`src/rtl/v3a_pkg.sv`:
```
// shared constants, types and saturation helper for the vector alu
package v3a_pkg;

  localparam int FRAC_BITS = 16;
  localparam int WORD_BITS = 32;

  localparam int PROD_W      = 2 * WORD_BITS;
  localparam int SAT_W       = (2 * WORD_BITS + 4 > 2 * FRAC_BITS + 8) ?
                               2 * WORD_BITS + 4 : 2 * FRAC_BITS + 8;
  localparam int QUO_W       = FRAC_BITS + 1;
  localparam int NRM_W       = FRAC_BITS + 2;
  localparam int CPROD_W     = 2 * NRM_W;
  localparam int SQ_REM_W    = WORD_BITS + 2;
  localparam int SQ_CUR_W    = WORD_BITS + 4;
  localparam int ROOT_STAGES = WORD_BITS;
  localparam int NORM_STAGES = QUO_W;

  localparam logic signed [SAT_W-1:0] SAT_MAX =
    {{(SAT_W - WORD_BITS + 1){1'b0}}, {(WORD_BITS - 1){1'b1}}};
  localparam logic signed [SAT_W-1:0] SAT_MIN =
    {{(SAT_W - WORD_BITS + 1){1'b1}}, {(WORD_BITS - 1){1'b0}}};

  typedef enum logic [3:0] {
    K_COPY  = 4'd0,
    K_ADD   = 4'd1,
    K_SUB   = 4'd2,
    K_FROM  = 4'd3,
    K_SCALE = 4'd4,
    K_DOT   = 4'd5,
    K_CROSS = 4'd6,
    K_LEN   = 4'd7,
    K_NORM  = 4'd8,
    K_COS   = 4'd9,
    K_REFL  = 4'd10,
    K_EQ    = 4'd11
  } kind_e;

  typedef struct packed {
    logic [WORD_BITS-1:0] val;
    logic                 ovf;
  } sat_t;

  typedef struct packed {
    kind_e                     kind;
    logic [2:0][WORD_BITS-1:0] vec;
    logic [WORD_BITS-1:0]      sc;
    logic                      eq;
    logic                      flt;
  } res_t;

  // magnitudes and signs of a (index 0) and b (index 1) for normalizing
  typedef struct packed {
    res_t                           res;
    logic [1:0][2:0]                neg;
    logic [1:0][2:0][WORD_BITS-1:0] mag;
  } carry_t;

  typedef struct packed {
    carry_t                     c;
    logic [1:0][PROD_W-1:0]     rad;
    logic [1:0][SQ_REM_W-1:0]   rem;
    logic [1:0][WORD_BITS-1:0]  root;
  } root_t;

  typedef struct packed {
    carry_t                         c;
    logic [1:0][WORD_BITS-1:0]      len;
    logic [1:0][2:0][WORD_BITS-1:0] rem;
    logic [1:0][2:0][QUO_W-1:0]     low;
    logic [1:0][2:0][QUO_W-1:0]     quo;
  } norm_t;

  function automatic sat_t sat_word(input logic signed [SAT_W-1:0] v);
    sat_t r;
    if (v > SAT_MAX) begin
      r.val = SAT_MAX[WORD_BITS-1:0];
      r.ovf = 1'b1;
    end else if (v < SAT_MIN) begin
      r.val = SAT_MIN[WORD_BITS-1:0];
      r.ovf = 1'b1;
    end else begin
      r.val = v[WORD_BITS-1:0];
      r.ovf = 1'b0;
    end
    return r;
  endfunction

endpackage

```
`src/rtl/v3a_root_stage.sv`:
```
// one digit of the square roots of |a|^2 and |b|^2
module v3a_root_stage
  import v3a_pkg::*;
(
  input  logic  clk_i,
  input  logic  rst_ni,
  input  logic  valid_i,
  input  root_t data_i,
  output logic  valid_o,
  output root_t data_o
);

  logic  valid_q;
  root_t data_d, data_q;

  always_comb begin
    logic [SQ_CUR_W-1:0] cur;
    logic [SQ_CUR_W-1:0] trial;
    logic [SQ_CUR_W-1:0] diff;
    data_d = data_i;
    for (int v = 0; v < 2; v++) begin
      cur   = {data_i.rem[v], data_i.rad[v][PROD_W-1 -: 2]};
      trial = SQ_CUR_W'({data_i.root[v], 2'b01});
      diff  = cur - trial;
      if (cur >= trial) begin
        data_d.rem[v]  = diff[SQ_REM_W-1:0];
        data_d.root[v] = {data_i.root[v][WORD_BITS-2:0], 1'b1};
      end else begin
        data_d.rem[v]  = cur[SQ_REM_W-1:0];
        data_d.root[v] = {data_i.root[v][WORD_BITS-2:0], 1'b0};
      end
      data_d.rad[v] = data_i.rad[v] << 2;
    end
  end

  always_ff @(posedge clk_i or negedge rst_ni) begin
    if (!rst_ni) valid_q <= 1'b0;
    else         valid_q <= valid_i;
  end

  always_ff @(posedge clk_i) begin
    if (valid_i) data_q <= data_d;
  end

  assign valid_o = valid_q;
  assign data_o  = data_q;

endmodule

```
`config.mk`:
```
export PLATFORM = sky130hd
export DESIGN_NAME = v3a_root_stage
export DESIGN_NICKNAME = d
export VERILOG_FILES = /design/src/rtl/v3a_pkg.sv /design/src/rtl/v3a_root_stage.sv
export SDC_FILE = /design/constraint.sdc
export NUM_CORES = 1
export LEC_CHECK = 0
export ABC_AREA = 0
export BUFFER_PORTS_ARGS = -buffer_cell sky130_fd_sc_hd__buf_4
export CAP_MARGIN = 30
export CORE_AREA = 2 2 464 466
export DETAILED_ROUTE_END_ITERATION = 10
export DIE_AREA = 0 0 466 468
export PLACE_DENSITY = 0.3
export SLEW_MARGIN = 15
export SYNTH_ARGS = -nofsm -noshare
export SYNTH_HDL_FRONTEND = slang
export SYNTH_SLANG_ARGS = --single-unit
```
`constraint.sdc`:
```
create_clock -name clk_i -period 0.8 [get_ports clk_i]
set_input_delay 0.16 -clock clk_i [delete_from_list [all_inputs] [get_ports clk_i]]
set_output_delay 0.16 -clock clk_i [all_outputs]
set_load 0.05 [all_outputs]
```
==> reports/results.ini <==
[run_status]
outcome=complete, but fails checks
violations=negative hold slack, negative setup slack

[power]
leakagePower_uw=0.0206
ir_drop_uv=1540
power_density_nw_per_um2=2160

[sta]
fin_ws_ns=-1.35
hold_violations=1
rsz0062_at_grt=true
setup-violations-final=728
max-slew-margin-rel_pct=62.6
min_period_ns=2.15
final_max_slew_viol_count=0
worstMarginPinSlew_ns=0.554
fin_crit_sh_pct=269
whs_ns=-0.337
fmax_ghz=0.465

[setup_path]
end_kind=flop
cp-start-kind=primary input
worst_ep_required_time_ns=1.24
path_max_fanout=6
worst-setup-path-type=in -> reg
cp.arrival_ns=2.59

[synthesis]
synth_cells=1289
ys.flop_type=edfxtp_1
syn-cell-area_um2=22600
ys_ff_latch=589
syn_area_per_cell_um2=17.5
ys_types=77
yosysWarnings=0
synthArstFlopShare_pct=0.170
ys_seq_area_share_pct=78.2
synth-edff-count=588

[cells_and_area]
drive_gt1_share_pct=53.7
synthToLayoutAreaGrowth_pct=123
final_cell_mix=898 x buf_4, 611 x buf_6, 590 x dlygate4sd3_1
finalNetCount=4157
nFillCells=22800
layout_commonest_cell=buf_4

[place]
dp_worst_setup_slack_ns=-2.32
place.gp.congestion=0.761
dp_hpwl_um=119000
io_buffers=1183

[floorplanning]
die-area_um2=218000
boundaryPins=1188
design.core.area_um2=213000
start_util_pct=10.6
die_w_um=466
rows=170
die_h_um=468

[grt]
grt_pass1_vias=22000
grt_use_total_pct=12.6
grt_max_degree=36
grt_overflow=0
grt_antenna_before_repair=73
grt_pass1_wl_um=187000

[clock_network]
clockRootBuffer=clkbuf_16
clockBufferDepth=3
htreeDepth=3
tritoncts=yes
cts_buffers=82
path_clk_slew_ns=0.06
cts_sinks=589

[route]
wl_per_cell_um=22.3
viasPerCell=3.11
ant_nets=0
wl_um=143000
drc=0
first_pass_iters=4
via_count=20000
drtIter0Drc=710

[run]
maxCapViolations=0

[worst_hold_path]
hold_class=in -> reg

[area by class of cell]
| cell class | count | area, µm² | share of cell area (%) |
|---|---|---|---|
| inverter | 89 | 387 | 0.767 |
| timing repair buffer | 2147 | 20400 | 40.5 |
| tap | 2838 | 3550 | 7.04 |
| antenna | 31 | 77.6 | 0.154 |
| clock inverter | 55 | 696 | 1.38 |
| clock buffer | 92 | 2130 | 4.23 |
| multi-input combinational | 585 | 5490 | 10.9 |
| sequential | 589 | 17700 | 35.1 |
[worst paths after layout]
path                       slack [ns]           to  depth (start not counted)       start
worst min-delay path            -0.34   data_o[33]                          1  data_i[32]
min in group asynchronous        0.29      valid_o                          3      rst_ni
max in group asynchronous        0.41      valid_o                          3      rst_ni
worst max-delay path            -1.35  data_o[101]                         14  data_i[32]
[per-layer routing]
metal  share of wire, %  global-route usage, %  vias to the layer above
li1                   -                      -                     9380
met1                 35                   12.7                     9527
met2                 53                   23.6                      852
met3                9.0                   5.36                      203
met4                2.6                   3.40                       46
met5               0.20                      0                        -
[stage by stage]
stage / std cells / cell area [µm²] / utilization, % / total power [µW] / setup TNS [ns]
finish: 6426 / 50400 / 23.6 / 109000 / -450.23
floorplan: 1292 / 23100 / - / 52300 / -107.92
global route: 6412 / 50400 / 23.6 / 114000 / -510.98
CTS: 6397 / 50100 / 23.5 / 112000 / -781.70
detailed placement: 5634 / 38200 / 17.9 / 65300 / -321.60
global placement: 5634 / 38200 / 17.9 / 65400 / -324.08
[timing repair]
action / CTS / global route
endpoints found under the setup margin: 659 / 1178
resized for setup: 757 / 77
endpoints found under the hold margin: 609 / 3
buffers inserted: 23 / 3
hold buffers: 589 / 2
gates cloned: 4 / 0
pin swaps: 75 / 38
[flip-flops by register name (all words and copies together) (netlist names)]
signal	flops
data_o	588
valid_o	1
[synth_stat cells (7+ instances only)]
library cell  count  area [µm²]
edfxtp_1        588       17700
inv_1            89         334
a21oi_1          78         390
ha_1             68         851
nor2_1           64         240
xnor2_1          40         350
nand2_1          37         139
a21o_1           32         240
mux2_1           30         338
o21ai_0          25         125
xor2_1           19         166
nand4_1          14        87.6
o21ai_1          13        65.1
nand3_1          12        60.1
a21oi_2          10        87.6
clkbuf_1          9        33.8
o21bai_1          9        67.6
buf_4             8        60.1
nand2b_1          8        50.1
nor2b_1           8        50.1
nor3_1            7        35.0
[power by group]
part	switching, µW	total [µW]	internal (µW)
Clock	15600	39300	23700
Sequential	1540	38800	37300
Combinational	17700	31000	13300
Total	34800	109000	74300
[worst max-delay path, stage by stage]
cell      delay (ns)
buf_8           0.10
inv_4           0.04
ha_4            0.19
nor2b_4         0.13
o31ai_4         0.29
buf_12          0.16
a21oi_4         0.05
a311o_1         0.32
nand4b_1        0.21
a31oi_2         0.25
o21ai_4         0.08
buf_12          0.14
buf_12          0.14
mux2_4          0.30
[cells by family (layout without fill, tap and decap cells)]
group | Yosys count | in the layout | share of synthesized area [%]
buffers and inverters | 118 | 2383 | 2.38
other | 1 | 35 | 0.0166
muxes | 44 | 44 | 2.28
xor gates and xnor gates | 59 | 59 | 2.29
DFF | 589 | 589 | 78.2
AOI/OAI and AO/OA | 232 | 232 | 7.19
adders and majority gates | 68 | 68 | 3.77
and+or+nand+nor | 178 | 178 | 3.84
Power figures use the tool's default switching activity.
