[src/rtl/v3a_pkg.sv]
// shared constants, types and saturation helper for the vector alu
package v3a_pkg;

  localparam int FRAC_BITS = 16;
  localparam int WORD_BITS = 32;

  localparam int PROD_W      = 2 * WORD_BITS;
  localparam int SAT_W       = (2 * WORD_BITS + 4 > 2 * FRAC_BITS + 8) ?
                               2 * WORD_BITS + 4 : 2 * FRAC_BITS + 8;
  localparam int QUO_W       = FRAC_BITS + 1;
  localparam int NRM_W       = FRAC_BITS + 2;
  localparam int CPROD_W     = 2 * NRM_W;
  localparam int SQ_REM_W    = WORD_BITS + 2;
  localparam int SQ_CUR_W    = WORD_BITS + 4;
  localparam int ROOT_STAGES = WORD_BITS;
  localparam int NORM_STAGES = QUO_W;

  localparam logic signed [SAT_W-1:0] SAT_MAX =
    {{(SAT_W - WORD_BITS + 1){1'b0}}, {(WORD_BITS - 1){1'b1}}};
  localparam logic signed [SAT_W-1:0] SAT_MIN =
    {{(SAT_W - WORD_BITS + 1){1'b1}}, {(WORD_BITS - 1){1'b0}}};

  typedef enum logic [3:0] {
    K_COPY  = 4'd0,
    K_ADD   = 4'd1,
    K_SUB   = 4'd2,
    K_FROM  = 4'd3,
    K_SCALE = 4'd4,
    K_DOT   = 4'd5,
    K_CROSS = 4'd6,
    K_LEN   = 4'd7,
    K_NORM  = 4'd8,
    K_COS   = 4'd9,
    K_REFL  = 4'd10,
    K_EQ    = 4'd11
  } kind_e;

  typedef struct packed {
    logic [WORD_BITS-1:0] val;
    logic                 ovf;
  } sat_t;

  typedef struct packed {
    kind_e                     kind;
    logic [2:0][WORD_BITS-1:0] vec;
    logic [WORD_BITS-1:0]      sc;
    logic                      eq;
    logic                      flt;
  } res_t;

  // magnitudes and signs of a (index 0) and b (index 1) for normalizing
  typedef struct packed {
    res_t                           res;
    logic [1:0][2:0]                neg;
    logic [1:0][2:0][WORD_BITS-1:0] mag;
  } carry_t;

  typedef struct packed {
    carry_t                     c;
    logic [1:0][PROD_W-1:0]     rad;
    logic [1:0][SQ_REM_W-1:0]   rem;
    logic [1:0][WORD_BITS-1:0]  root;
  } root_t;

  typedef struct packed {
    carry_t                         c;
    logic [1:0][WORD_BITS-1:0]      len;
    logic [1:0][2:0][WORD_BITS-1:0] rem;
    logic [1:0][2:0][QUO_W-1:0]     low;
    logic [1:0][2:0][QUO_W-1:0]     quo;
  } norm_t;

  function automatic sat_t sat_word(input logic signed [SAT_W-1:0] v);
    sat_t r;
    if (v > SAT_MAX) begin
      r.val = SAT_MAX[WORD_BITS-1:0];
      r.ovf = 1'b1;
    end else if (v < SAT_MIN) begin
      r.val = SAT_MIN[WORD_BITS-1:0];
      r.ovf = 1'b1;
    end else begin
      r.val = v[WORD_BITS-1:0];
      r.ovf = 1'b0;
    end
    return r;
  endfunction

endpackage

[src/rtl/v3a_back.sv]
// back stages: length, normalize and cosine results, output register
module v3a_back
  import v3a_pkg::*;
(
  input  logic  clk_i,
  input  logic  rst_ni,
  input  logic  valid_i,
  input  norm_t data_i,
  output logic  valid_o,
  output res_t  res_o
);

  logic                      v1_q;
  logic signed [CPROD_W-1:0] pc_d [3];
  logic signed [CPROD_W-1:0] pc_q [3];
  res_t                      r1_d, r1_q;
  logic                      z1_q;

  always_comb begin
    logic [NRM_W-1:0]        q;
    logic signed [NRM_W-1:0] na [3];
    logic signed [NRM_W-1:0] nb [3];
    sat_t                    st;
    st   = '0;
    r1_d = data_i.c.res;
    for (int k = 0; k < 3; k++) begin
      q     = {1'b0, data_i.quo[0][k]};
      na[k] = data_i.c.neg[0][k] ? -$signed(q) : $signed(q);
      q     = {1'b0, data_i.quo[1][k]};
      nb[k] = data_i.c.neg[1][k] ? -$signed(q) : $signed(q);
      pc_d[k] = CPROD_W'(na[k]) * CPROD_W'(nb[k]);
      if (data_i.c.res.kind == K_NORM && data_i.len[0] != '0) begin
        st = sat_word(SAT_W'(na[k]));
        r1_d.vec[k] = st.val;
        r1_d.flt    = r1_d.flt | st.ovf;
      end
    end
    if (data_i.c.res.kind == K_NORM && data_i.len[0] == '0) r1_d.flt = 1'b1;
    if (data_i.c.res.kind == K_LEN) begin
      if (data_i.len[0][WORD_BITS-1]) begin
        r1_d.sc  = SAT_MAX[WORD_BITS-1:0];
        r1_d.flt = 1'b1;
      end else begin
        r1_d.sc = data_i.len[0];
      end
    end
  end

  always_ff @(posedge clk_i or negedge rst_ni) begin
    if (!rst_ni) v1_q <= 1'b0;
    else         v1_q <= valid_i;
  end

  always_ff @(posedge clk_i) begin
    if (valid_i) begin
      pc_q <= pc_d;
      r1_q <= r1_d;
      z1_q <= (data_i.len[0] == '0) || (data_i.len[1] == '0);
    end
  end

  // cosine sum of unit-vector products
  logic v2_q;
  res_t r2_d, r2_q;

  always_comb begin
    logic signed [SAT_W-1:0] s;
    sat_t                    st;
    s    = SAT_W'(pc_q[0]) + SAT_W'(pc_q[1]) + SAT_W'(pc_q[2]);
    st   = sat_word(s >>> FRAC_BITS);
    r2_d = r1_q;
    if (r1_q.kind == K_COS) begin
      if (z1_q) begin
        r2_d.flt = 1'b1;
      end else begin
        r2_d.sc  = st.val;
        r2_d.flt = st.ovf;
      end
    end
  end

  always_ff @(posedge clk_i or negedge rst_ni) begin
    if (!rst_ni) v2_q <= 1'b0;
    else         v2_q <= v1_q;
  end

  always_ff @(posedge clk_i) begin
    if (v1_q) r2_q <= r2_d;
  end

  assign valid_o = v2_q;
  assign res_o   = r2_q;

endmodule

[config.mk]
export PLATFORM = sky130hd
export DESIGN_NAME = v3a_back
export DESIGN_NICKNAME = d
export VERILOG_FILES = /design/src/rtl/v3a_pkg.sv /design/src/rtl/v3a_back.sv
export SDC_FILE = /design/constraint.sdc
export NUM_CORES = 2
export LEC_CHECK = 0
export BUFFER_PORTS_ARGS = -buffer_cell sky130_fd_sc_hd__buf_2
export CORE_AREA = 2 2 365 367
export DETAILED_ROUTE_END_ITERATION = 10
export DIE_AREA = 0 0 367 369
export HOLD_SLACK_MARGIN = 0.1
export SLEW_MARGIN = 5
export SYNTH_ARGS = -nofsm -noshare
export SYNTH_HDL_FRONTEND = slang
export SYNTH_SLANG_ARGS = --single-unit
[constraint.sdc]
create_clock -name clk_i -period 4.4 [get_ports clk_i]
set_input_delay 0.44 -clock clk_i [delete_from_list [all_inputs] [get_ports clk_i]]
set_output_delay 0.44 -clock clk_i [all_outputs]
set_load 0.005 [all_outputs]
==> out/metrics.yaml <==
cp-start-kind: "primary input"
crit_arrival_ps: 7810
cts.path.max_buffers: 3
crit_type: "primary input to flop"
dr.pass1.iters: 6
core_sq_um: 131000
grt_pass1_vias: 46900
dp_cells: 8508
vias_per_cell: 4.98
synth_nets: 7532
final_antenna_net_count: 0
max-slew-margin-rel: 0.374
fin_cells: 8764
h-tree-depth: 2
status: "finished with violations"
cts_sinks: 379
min_path_type: "primary input to flop"
tns_ps: -185640
ioPinCount: 930
wirelength_um: 189000
grt_use_total: 0.282
dp_hpwl_um: 161000
avgSynthCellArea_sq_um: 9.85
setup_viol: 90
cp-end-kind: "flop"
layout_setup_ws_ps: -3040
hold_slack_ps: 131
area_delta_synth_final_pct: 36.3
maxSlewViolCount: 0
finalHoldViolations: 0
fillCellCount: 11800
tritoncts: "built"
fmax_ghz: 0.134
async_flop_share: 0.00528
antenna_found_initial: 25
synth-main-ff-cell: "edfxtp_1"
grt_overflow_total: 0
synthCells: 5394
die_area_sq_um: 135000
synthesis.area_sq_um: 53100
fin_crit_sh: 1.69
routedWlPerCell_um: 21.5
rows: 133
max_stage_delay_ps: 550
finClkSkew_ps: 38.5
cpMaxStageDelayCell: "fa_1"
grt_max_degree: 86
clk_pin_slew_ps: 60
drive_gt1_frac: 0.318
nets: 9104
cts_inserted_buffers: 44
regArea_sq_um: 11400
path_common_cell: "fa_1"
violations: "negative setup slack"
cp_num_buf_inv: 10
grt_first_pass_wirelength_um: 284000
rsz0062_at_grt: "yes"
finalCriticalPeriod_ps: 7440
die_w_um: 367
clock_latency_ps: 650
maxCapViolCount: 0
worst_pin_slew_ps: 927
dr.first_iter.drc_count: 3015
yosysUniqueCellTypes: 80
layout_common_cells: "inv_1, buf_4, fa_1"
ys_seq_area_frac: 0.214
ys_seq_elements: 379
port_buffers: 443
final_common_cell: "inv_1"
worstPathRequired_ps: 4770
root_buffer: "clkbuf_16"
route.detailed.drc: 0
ys_warn_count: 0
die_h_um: 369
synth_edf_count: 377
crit_family: "adder cells"
multiInputGateArea_sq_um: 40200
num_vias: 43600
globalplace.congestion: 0.980
cp_max_fo: 5
dp_slack_ps: -3910
start_util: 0.405
metrics by stage:
| stage | cell area (sq um) | util |
|---|---|---|
| 6_report | 72400 | 0.552 |
| 5_1_grt | 72400 | 0.552 |
| 4_1_cts | 71300 | 0.544 |
| 3_5_place_dp | 67100 | 0.512 |
| 3_3_place_gp | 67100 | 0.512 |
| 2_1_floorplan | 55000 | - |
metal layers:
| layer | global-route usage | vias up | share of wire |
|---|---|---|---|
| li1 | - | 19700 | - |
| met3 | 0.0540 | 268 | 0.077 |
| met1 | 0.378 | 22100 | 0.42 |
| met2 | 0.463 | 1493 | 0.47 |
| met5 | 0 | - | 0.00039 |
| met4 | 0.0842 | 14 | 0.035 |
cells by family (layout without fill, tap and decap cells):
| kind of cell | after synthesis | in the layout | synth area share |
|---|---|---|---|
| and+or+nand+nor | 1577 | 1577 | 0.123 |
| muxes | 2 | 2 | 0.000400 |
| DFF | 379 | 379 | 0.214 |
| buffers and inverters | 1315 | 2923 | 0.0936 |
| adders and majority gates | 1343 | 1343 | 0.461 |
| xor gates and xnor gates | 273 | 273 | 0.0461 |
| AOI/OAI and AO/OA | 505 | 505 | 0.0618 |
| other | 0 | 7 | 0 |
area by class of cell:
cell class | instances | share of cell area
multi-input cells | 3700 | 0.555
repair buffers | 1664 | 0.175
flip-flops and latches | 379 | 0.157
inverters | 1177 | 0.0617
well taps | 1755 | 0.0303
clock buffers | 50 | 0.0155
clock inverters | 32 | 0.00550
diodes | 7 | 0.000242
timing repair:
| action | 4_1_cts | 5_1_grt |
|---|---|---|
| buffers inserted | 81 | 38 |
| endpoints found under the setup margin | 90 | 90 |
| hold endpoints to repair | 66 | 0 |
| pin swaps | 231 | 137 |
| hold buffers | 66 | 0 |
| gates resized for setup | 321 | 210 |
cell usage after synthesis, types with 56 or more instances:
cell	number	share of area
a21o_1	56	0.0079
edfxtp_1	377	0.21
inv_1	1177	0.083
o21ai_0	164	0.015
fa_1	1022	0.39
nand2_1	679	0.048
xnor2_1	173	0.029
ha_1	321	0.076
a21oi_1	96	0.0090
clkbuf_1	125	0.0088
nor2_1	641	0.045
xor2_1	95	0.016
tightest hold or removal path, delay by kind of cell:
kind / cells / cell delay, ps
AND/OR/NAND/NOR: 2 / 110
buffers and inverters: 1 / 80
registers in the layout (all words and copies together), names as in the netlist:
register  count
v1_q          1
valid_o       1
z1_q          1
r1_q        134
pc_q        108
res_o       134
worst paths after layout:
kind                            slack (ps)  cells after the start                from                  end
worst max-delay path                 -3040                     34           data_i[0]  pc_q[106]$_DFFE_PP_
worst min-delay path                   130                      3         data_i[711]   r1_q[53]$_DFFE_PP_
worst max register to register         250                     11   pc_q[5]$_DFFE_PP_  res_o[22]$_DFFE_PP_
worst min register to register         410                      0  r1_q[62]$_DFFE_PP_  res_o[62]$_DFFE_PP_
max in group asynchronous             3620                      3              rst_ni       v1_q$_DFF_PN0_
min in group asynchronous              650                      3              rst_ni       v1_q$_DFF_PN0_
Power is not shown: default switching activity piles up to over one toggle a cycle in this logic, so the estimate is an artifact.
