[config.mk]
export PLATFORM = sky130hd
export DESIGN_NAME = v3a_norm_stage
export DESIGN_NICKNAME = d
export VERILOG_FILES = /design/src/rtl/v3a_pkg.sv /design/src/rtl/v3a_norm_stage.sv
export SDC_FILE = /design/constraint.sdc
export NUM_CORES = 1
export LEC_CHECK = 0
export BUFFER_PORTS_ARGS = -buffer_cell sky130_fd_sc_hd__buf_2
export CORE_AREA = 5 5 622 624
export DETAILED_ROUTE_END_ITERATION = 10
export DIE_AREA = 0 0 627 629
export GPL_TIMING_DRIVEN = 0
export PLACE_DENSITY_LB_ADDON = 0.1
export RECOVER_POWER = 50
export SYNTH_ARGS = -nofsm -noshare
export SYNTH_HDL_FRONTEND = slang
export SYNTH_SLANG_ARGS = --single-unit
[constraint.sdc]
create_clock -name clk_i -period 0.8 [get_ports clk_i]
set_input_delay 0.08 -clock clk_i [delete_from_list [all_inputs] [get_ports clk_i]]
set_output_delay 0.08 -clock clk_i [all_outputs]
set_load 0.02 [all_outputs]
[src/rtl/v3a_pkg.sv]
// shared constants, types and saturation helper for the vector alu
package v3a_pkg;

  localparam int FRAC_BITS = 16;
  localparam int WORD_BITS = 32;

  localparam int PROD_W      = 2 * WORD_BITS;
  localparam int SAT_W       = (2 * WORD_BITS + 4 > 2 * FRAC_BITS + 8) ?
                               2 * WORD_BITS + 4 : 2 * FRAC_BITS + 8;
  localparam int QUO_W       = FRAC_BITS + 1;
  localparam int NRM_W       = FRAC_BITS + 2;
  localparam int CPROD_W     = 2 * NRM_W;
  localparam int SQ_REM_W    = WORD_BITS + 2;
  localparam int SQ_CUR_W    = WORD_BITS + 4;
  localparam int ROOT_STAGES = WORD_BITS;
  localparam int NORM_STAGES = QUO_W;

  localparam logic signed [SAT_W-1:0] SAT_MAX =
    {{(SAT_W - WORD_BITS + 1){1'b0}}, {(WORD_BITS - 1){1'b1}}};
  localparam logic signed [SAT_W-1:0] SAT_MIN =
    {{(SAT_W - WORD_BITS + 1){1'b1}}, {(WORD_BITS - 1){1'b0}}};

  typedef enum logic [3:0] {
    K_COPY  = 4'd0,
    K_ADD   = 4'd1,
    K_SUB   = 4'd2,
    K_FROM  = 4'd3,
    K_SCALE = 4'd4,
    K_DOT   = 4'd5,
    K_CROSS = 4'd6,
    K_LEN   = 4'd7,
    K_NORM  = 4'd8,
    K_COS   = 4'd9,
    K_REFL  = 4'd10,
    K_EQ    = 4'd11
  } kind_e;

  typedef struct packed {
    logic [WORD_BITS-1:0] val;
    logic                 ovf;
  } sat_t;

  typedef struct packed {
    kind_e                     kind;
    logic [2:0][WORD_BITS-1:0] vec;
    logic [WORD_BITS-1:0]      sc;
    logic                      eq;
    logic                      flt;
  } res_t;

  // magnitudes and signs of a (index 0) and b (index 1) for normalizing
  typedef struct packed {
    res_t                           res;
    logic [1:0][2:0]                neg;
    logic [1:0][2:0][WORD_BITS-1:0] mag;
  } carry_t;

  typedef struct packed {
    carry_t                     c;
    logic [1:0][PROD_W-1:0]     rad;
    logic [1:0][SQ_REM_W-1:0]   rem;
    logic [1:0][WORD_BITS-1:0]  root;
  } root_t;

  typedef struct packed {
    carry_t                         c;
    logic [1:0][WORD_BITS-1:0]      len;
    logic [1:0][2:0][WORD_BITS-1:0] rem;
    logic [1:0][2:0][QUO_W-1:0]     low;
    logic [1:0][2:0][QUO_W-1:0]     quo;
  } norm_t;

  function automatic sat_t sat_word(input logic signed [SAT_W-1:0] v);
    sat_t r;
    if (v > SAT_MAX) begin
      r.val = SAT_MAX[WORD_BITS-1:0];
      r.ovf = 1'b1;
    end else if (v < SAT_MIN) begin
      r.val = SAT_MIN[WORD_BITS-1:0];
      r.ovf = 1'b1;
    end else begin
      r.val = v[WORD_BITS-1:0];
      r.ovf = 1'b0;
    end
    return r;
  endfunction

endpackage

[src/rtl/v3a_norm_stage.sv]
// one quotient bit of the six component-by-length divisions
module v3a_norm_stage
  import v3a_pkg::*;
(
  input  logic  clk_i,
  input  logic  rst_ni,
  input  logic  valid_i,
  input  norm_t data_i,
  output logic  valid_o,
  output norm_t data_o
);

  logic  valid_q;
  norm_t data_d, data_q;

  always_comb begin
    logic [WORD_BITS:0] rs;
    logic [WORD_BITS:0] lw;
    logic [WORD_BITS:0] diff;
    logic               ge;
    data_d = data_i;
    for (int v = 0; v < 2; v++) begin
      for (int k = 0; k < 3; k++) begin
        rs   = {data_i.rem[v][k], data_i.low[v][k][QUO_W-1]};
        lw   = {1'b0, data_i.len[v]};
        diff = rs - lw;
        ge   = (rs >= lw);
        data_d.rem[v][k] = ge ? diff[WORD_BITS-1:0] : rs[WORD_BITS-1:0];
        data_d.low[v][k] = data_i.low[v][k] << 1;
        data_d.quo[v][k] = {data_i.quo[v][k][QUO_W-2:0], ge};
      end
    end
  end

  always_ff @(posedge clk_i or negedge rst_ni) begin
    if (!rst_ni) valid_q <= 1'b0;
    else         valid_q <= valid_i;
  end

  always_ff @(posedge clk_i) begin
    if (valid_i) data_q <= data_d;
  end

  assign valid_o = valid_q;
  assign data_o  = data_q;

endmodule

==> impl_results.md <==
- Status: complete, but fails checks
- Failing checks: negative hold slack, negative setup slack
- Switching share of power: 0.319
- Ys flop type: edfxtp_1
- Hold-critical path depth: 1
- Yosys warns: 0
- Die boundary height: approximately 630 um
- Internal power of the cells: 102 mW
- Port Buffers: between 1,500 and 2,000
- Post-route standard cell area excluding fillers: around 0.076 mm^2
- Max-Cap Viols: 0
- Root Buffer: clkbuf_16
- RSZ-0062 raised after global routing: yes
- Largest net degree at the start of global routing: 109
- Crit path max fanout: 5
- Netlist area before placement: 0.0361 mm^2
- Largest family of logic cells by synthesized area: compound AO/OA/AOI/OAI gates
- Layout cells sized above 1: 0.458
- Area occupied by multi-input gates: between 0.015 and 0.02 mm^2
- Leakage power figure: slightly above 30 nW
- Net Sw Power: about 48 mW
- Class of the worst hold path: input pin to flip-flop
- Post-Synth Adder-Cell Area: 0.0699
- Launching element type of the critical path: input pin
- Count of clock tree sinks: between 700 and 800
- Max clock buf depth: 4
- H-tree Lvls: 3
- Setup crit end kind: flip-flop
- Total DRC errors in the routed layout: 0
- Hold Path End: data_o[400]$_DFFE_PP_
- Async S/R FF share, synth: 0.00127
- Final worst path period share: 3.12
- GRT Overall Usage: 0.134
- Startpoint of the lowest-slack hold path: data_i[400]
- TritonCTS clock tree: yes
- Accumulated negative setup slack: -1339.88 ns
- Vias in the first global route: about 38,000
- Required arrival time at the worst endpoint: ~1.4 ns
- Post-Place Setup Slack: -3.43 ns
- Area contributors post-synth: edfxtp_1, ha_1, a21oi_1
- Number of antenna violations at the first check in global routing: around 180
- Post-synthesis compound-gate area fraction: 0.112
- Wire length per cell: roughly 25 um
- Number of distinct standard cells referenced by the synthesized netlist: 75
- Drt via density: ~3.3
- DIE AREA: just under 0.4 mm^2
- Total core area: approximately 0.38 mm^2
- Overall die width: 627 um
- Share of power burned in the clock network: 0.364
- Met1 wire length: about 94 mm
- Average size of a mapped cell: between 10 and 15 um^2
- Number of enable flip-flop cells after synthesis: around 790
- Multiplexer share of the synthesized area: 0.0374
- Rows: between 200 and 250
- Topmost layer with routed signal wires: met5
- Detailed placement HPWL: around 220 mm
- Combinational fraction of design power: 0.288
- Signed area change from the synthesized netlist to the final layout: 110%
- Final-report setup violation count: between 1,500 and 2,000
- Worst hold slack: -0.579 ns
- Slew Limit Headroom: 0.391
- Routed length on met3: 22.1 mm
- Met2 WL post-DR: around 150 mm
- Period minus WS final: ~2.5 ns
- Hold Fails Final Rpt: ~110
- RePlAce Congestion: 0.802
- Total Routed Length: about 280 mm
- CP Class: input pin to flip-flop
- Slew of the pin with the lowest slew margin: approximately 0.9 ns
- Area after DPL: 0.0517 mm^2
- Final design utilization: 0.199
- Yosys top cell by area: edfxtp_1
- Final number of max-transition violations: 0
- Initial DRC count: ~1,300
- Global-route wire length before repair: 356 mm
- Nets@finish: approximately 6,800
- Final setup slack of the worst path: -1.69 ns
- Post-route antenna net violation count: 0
- Starting density of the core: 0.0948
- Instance count of the mapped netlist: 2,588
- Power per cell area: a little under 2000 mW/mm^2
- Clock buffers created by TritonCTS: between 100 and 150
- Data arrival, critical path: 3.12 ns
- Post-synthesis share of cell area spent on xor and xnor gates: 0.0398
- Power share of the sequential group: 0.347
- Seq. cell area: about 0.024 mm^2
- Number of inserted filler cells in the final layout: 41,900
- Synthesized-area fraction occupied by and/or/nand/nor cells: 0.0662
- Max Freq: 401 MHz
- Sequential-to-total area share from yosys stat: 0.654
- Via Count: roughly 36,000
- First-pass detailed-route iteration total: 5
- Register bit total from synthesis: between 700 and 800
- Worst IR Drop VDD: 1.71 mV
- I/O pin cnt: about 1,600
- Remaining Overflow, GRT: 0
- Clock transition at path regs: approximately 0.060 ns
- Area share of the largest cell type after synthesis: 0.654
## stage by stage
| step | instances | total power, mW |
|---|---|---|
| 2_1_floorplan | 2593 | 68.1 |
| 3_3_place_gp | 9206 | 79.5 |
| 3_5_place_dp | 9214 | 84.4 |
| 4_1_cts | 10800 | 153 |
| 5_1_grt | 11000 | 158 |
| 6_report | 11000 | 150 |
## power groups by stage
stage          logic, mW  registers, mW  clock network [mW]
2_1_floorplan       10.4           57.6                   0
3_3_place_gp        27.8           51.8                   0
3_5_place_dp        31.5           52.9                   0
4_1_cts             43.2           52.3                57.7
5_1_grt             46.2           52.5                59.2
6_report            43.3           52.2                54.8
## per-layer routing
layer  vias up  GRT usage
met3       442     0.0420
met5         -          0
met4        70     0.0469
li1      16400          -
met1     17500      0.130
met2      1303      0.262
## cells by family (layout without fill, tap and decap cells)
logic type	count (synthesis)	in the layout
DFF	787	787
adders and majority gates	198	198
AOI/OAI and AO/OA	643	643
xor gates and xnor gates	164	164
and+or+nand+nor	507	507
other	1	77
muxes	114	114
buffers and inverters	174	3473
## Yosys cell counts, drive strengths merged (16+ instances only)
master and number:
edfxtp 786, a21oi 216, ha 192, nor2 153, nand2 149, o21ai 139
a21o 110, mux2 108, inv 104, xnor2 98, xor2 66, clkbuf 47
nand3 40, nand4 37, o21a 32, nor2b 29, o21bai 24, buf 23
a31oi 22, nor3 21, a211oi 18, and3 17, nand2b 16
## sequential cells by signal, summed over array words and instances, names as in the netlist
name / cells
data_o: 786
valid_o: 1
## final cells by class
| cell class | instances | share of cell area |
|---|---|---|
| clock inverter | 74 | 0.0110 |
| tap | 5038 | 0.0832 |
| sequential | 787 | 0.312 |
| buffer | 44 | 0.00887 |
| multi-input combinational | 1632 | 0.206 |
| timing repair buffer | 3113 | 0.327 |
| inverter | 104 | 0.00837 |
| clock buffer | 138 | 0.0405 |
| antenna | 71 | 0.00235 |
## layout by cell type, fill, tap and decap left out, types with 22 or more instances in the layout
| cell | Yosys | final |
|---|---|---|
| ha_1 | 192 | 70 |
| xor2_1 | 66 | 66 |
| mux2_4 | 20 | 102 |
| buf_6 | 3 | 181 |
| clkbuf_16 | 0 | 136 |
| nand2_2 | 0 | 27 |
| o21ai_0 | 130 | 68 |
| a21oi_4 | 0 | 23 |
| nand2_1 | 149 | 108 |
| o21ai_2 | 3 | 33 |
| o21bai_1 | 24 | 22 |
| a21oi_2 | 0 | 57 |
| o21a_1 | 32 | 30 |
| clkinv_1 | 0 | 24 |
| nor2_4 | 0 | 45 |
| dlygate4sd3_1 | 0 | 1229 |
| inv_1 | 104 | 49 |
| a21o_1 | 110 | 110 |
| nand3_1 | 40 | 29 |
| buf_2 | 12 | 1410 |
| nand4_1 | 37 | 37 |
| ha_4 | 0 | 104 |
| xnor2_1 | 98 | 98 |
| nor2_1 | 153 | 98 |
| clkinvlp_4 | 0 | 43 |
| clkbuf_1 | 47 | 41 |
| a21oi_1 | 216 | 136 |
| buf_12 | 0 | 44 |
| buf_4 | 6 | 199 |
| edfxtp_1 | 786 | 786 |
| diode_2 | 0 | 71 |
## how the worst max path moves through the flow
stage	startpoint	end	slack (ns)	cells past startpoint
detailed placement	data_i[456]	data_o[340]$_DFFE_PP_	-3.43	13
global placement	valid_i	data_o[117]$_DFFE_PP_	-16.27	1
floorplan	data_i[397]	data_o[207]$_DFFE_PP_	-2.07	13
CTS	data_i[398]	data_o[211]$_DFFE_PP_	-1.58	15
finish	data_i[398]	data_o[211]$_DFFE_PP_	-1.69	15
global route	data_i[372]	data_o[395]$_DFFE_PP_	-1.66	11
## worst max-delay path, stage by stage
cell and delay (ns):
buf_8 0.08, clkinvlp_4 0.17, ha_4 0.34, o21ai_4 0.06
o21a_1 0.20, o21ba_4 0.24, o21ai_4 0.18, a311oi_4 0.14
o31a_1 0.33, or3_4 0.37, a31oi_4 0.26, buf_12 0.16
buf_12 0.09, buf_12 0.11, mux2_4 0.31
## repair_timing
action,in CTS,in global routing
setup endpoints to repair,1357,1738
cloned,27,0
hold buffers,1197,80
pin swaps,125,109
setup buffers,209,76
hold endpoints to repair,1060,181
gates resized for setup,906,220
Note: power is estimated with default switching activity, not from simulation.
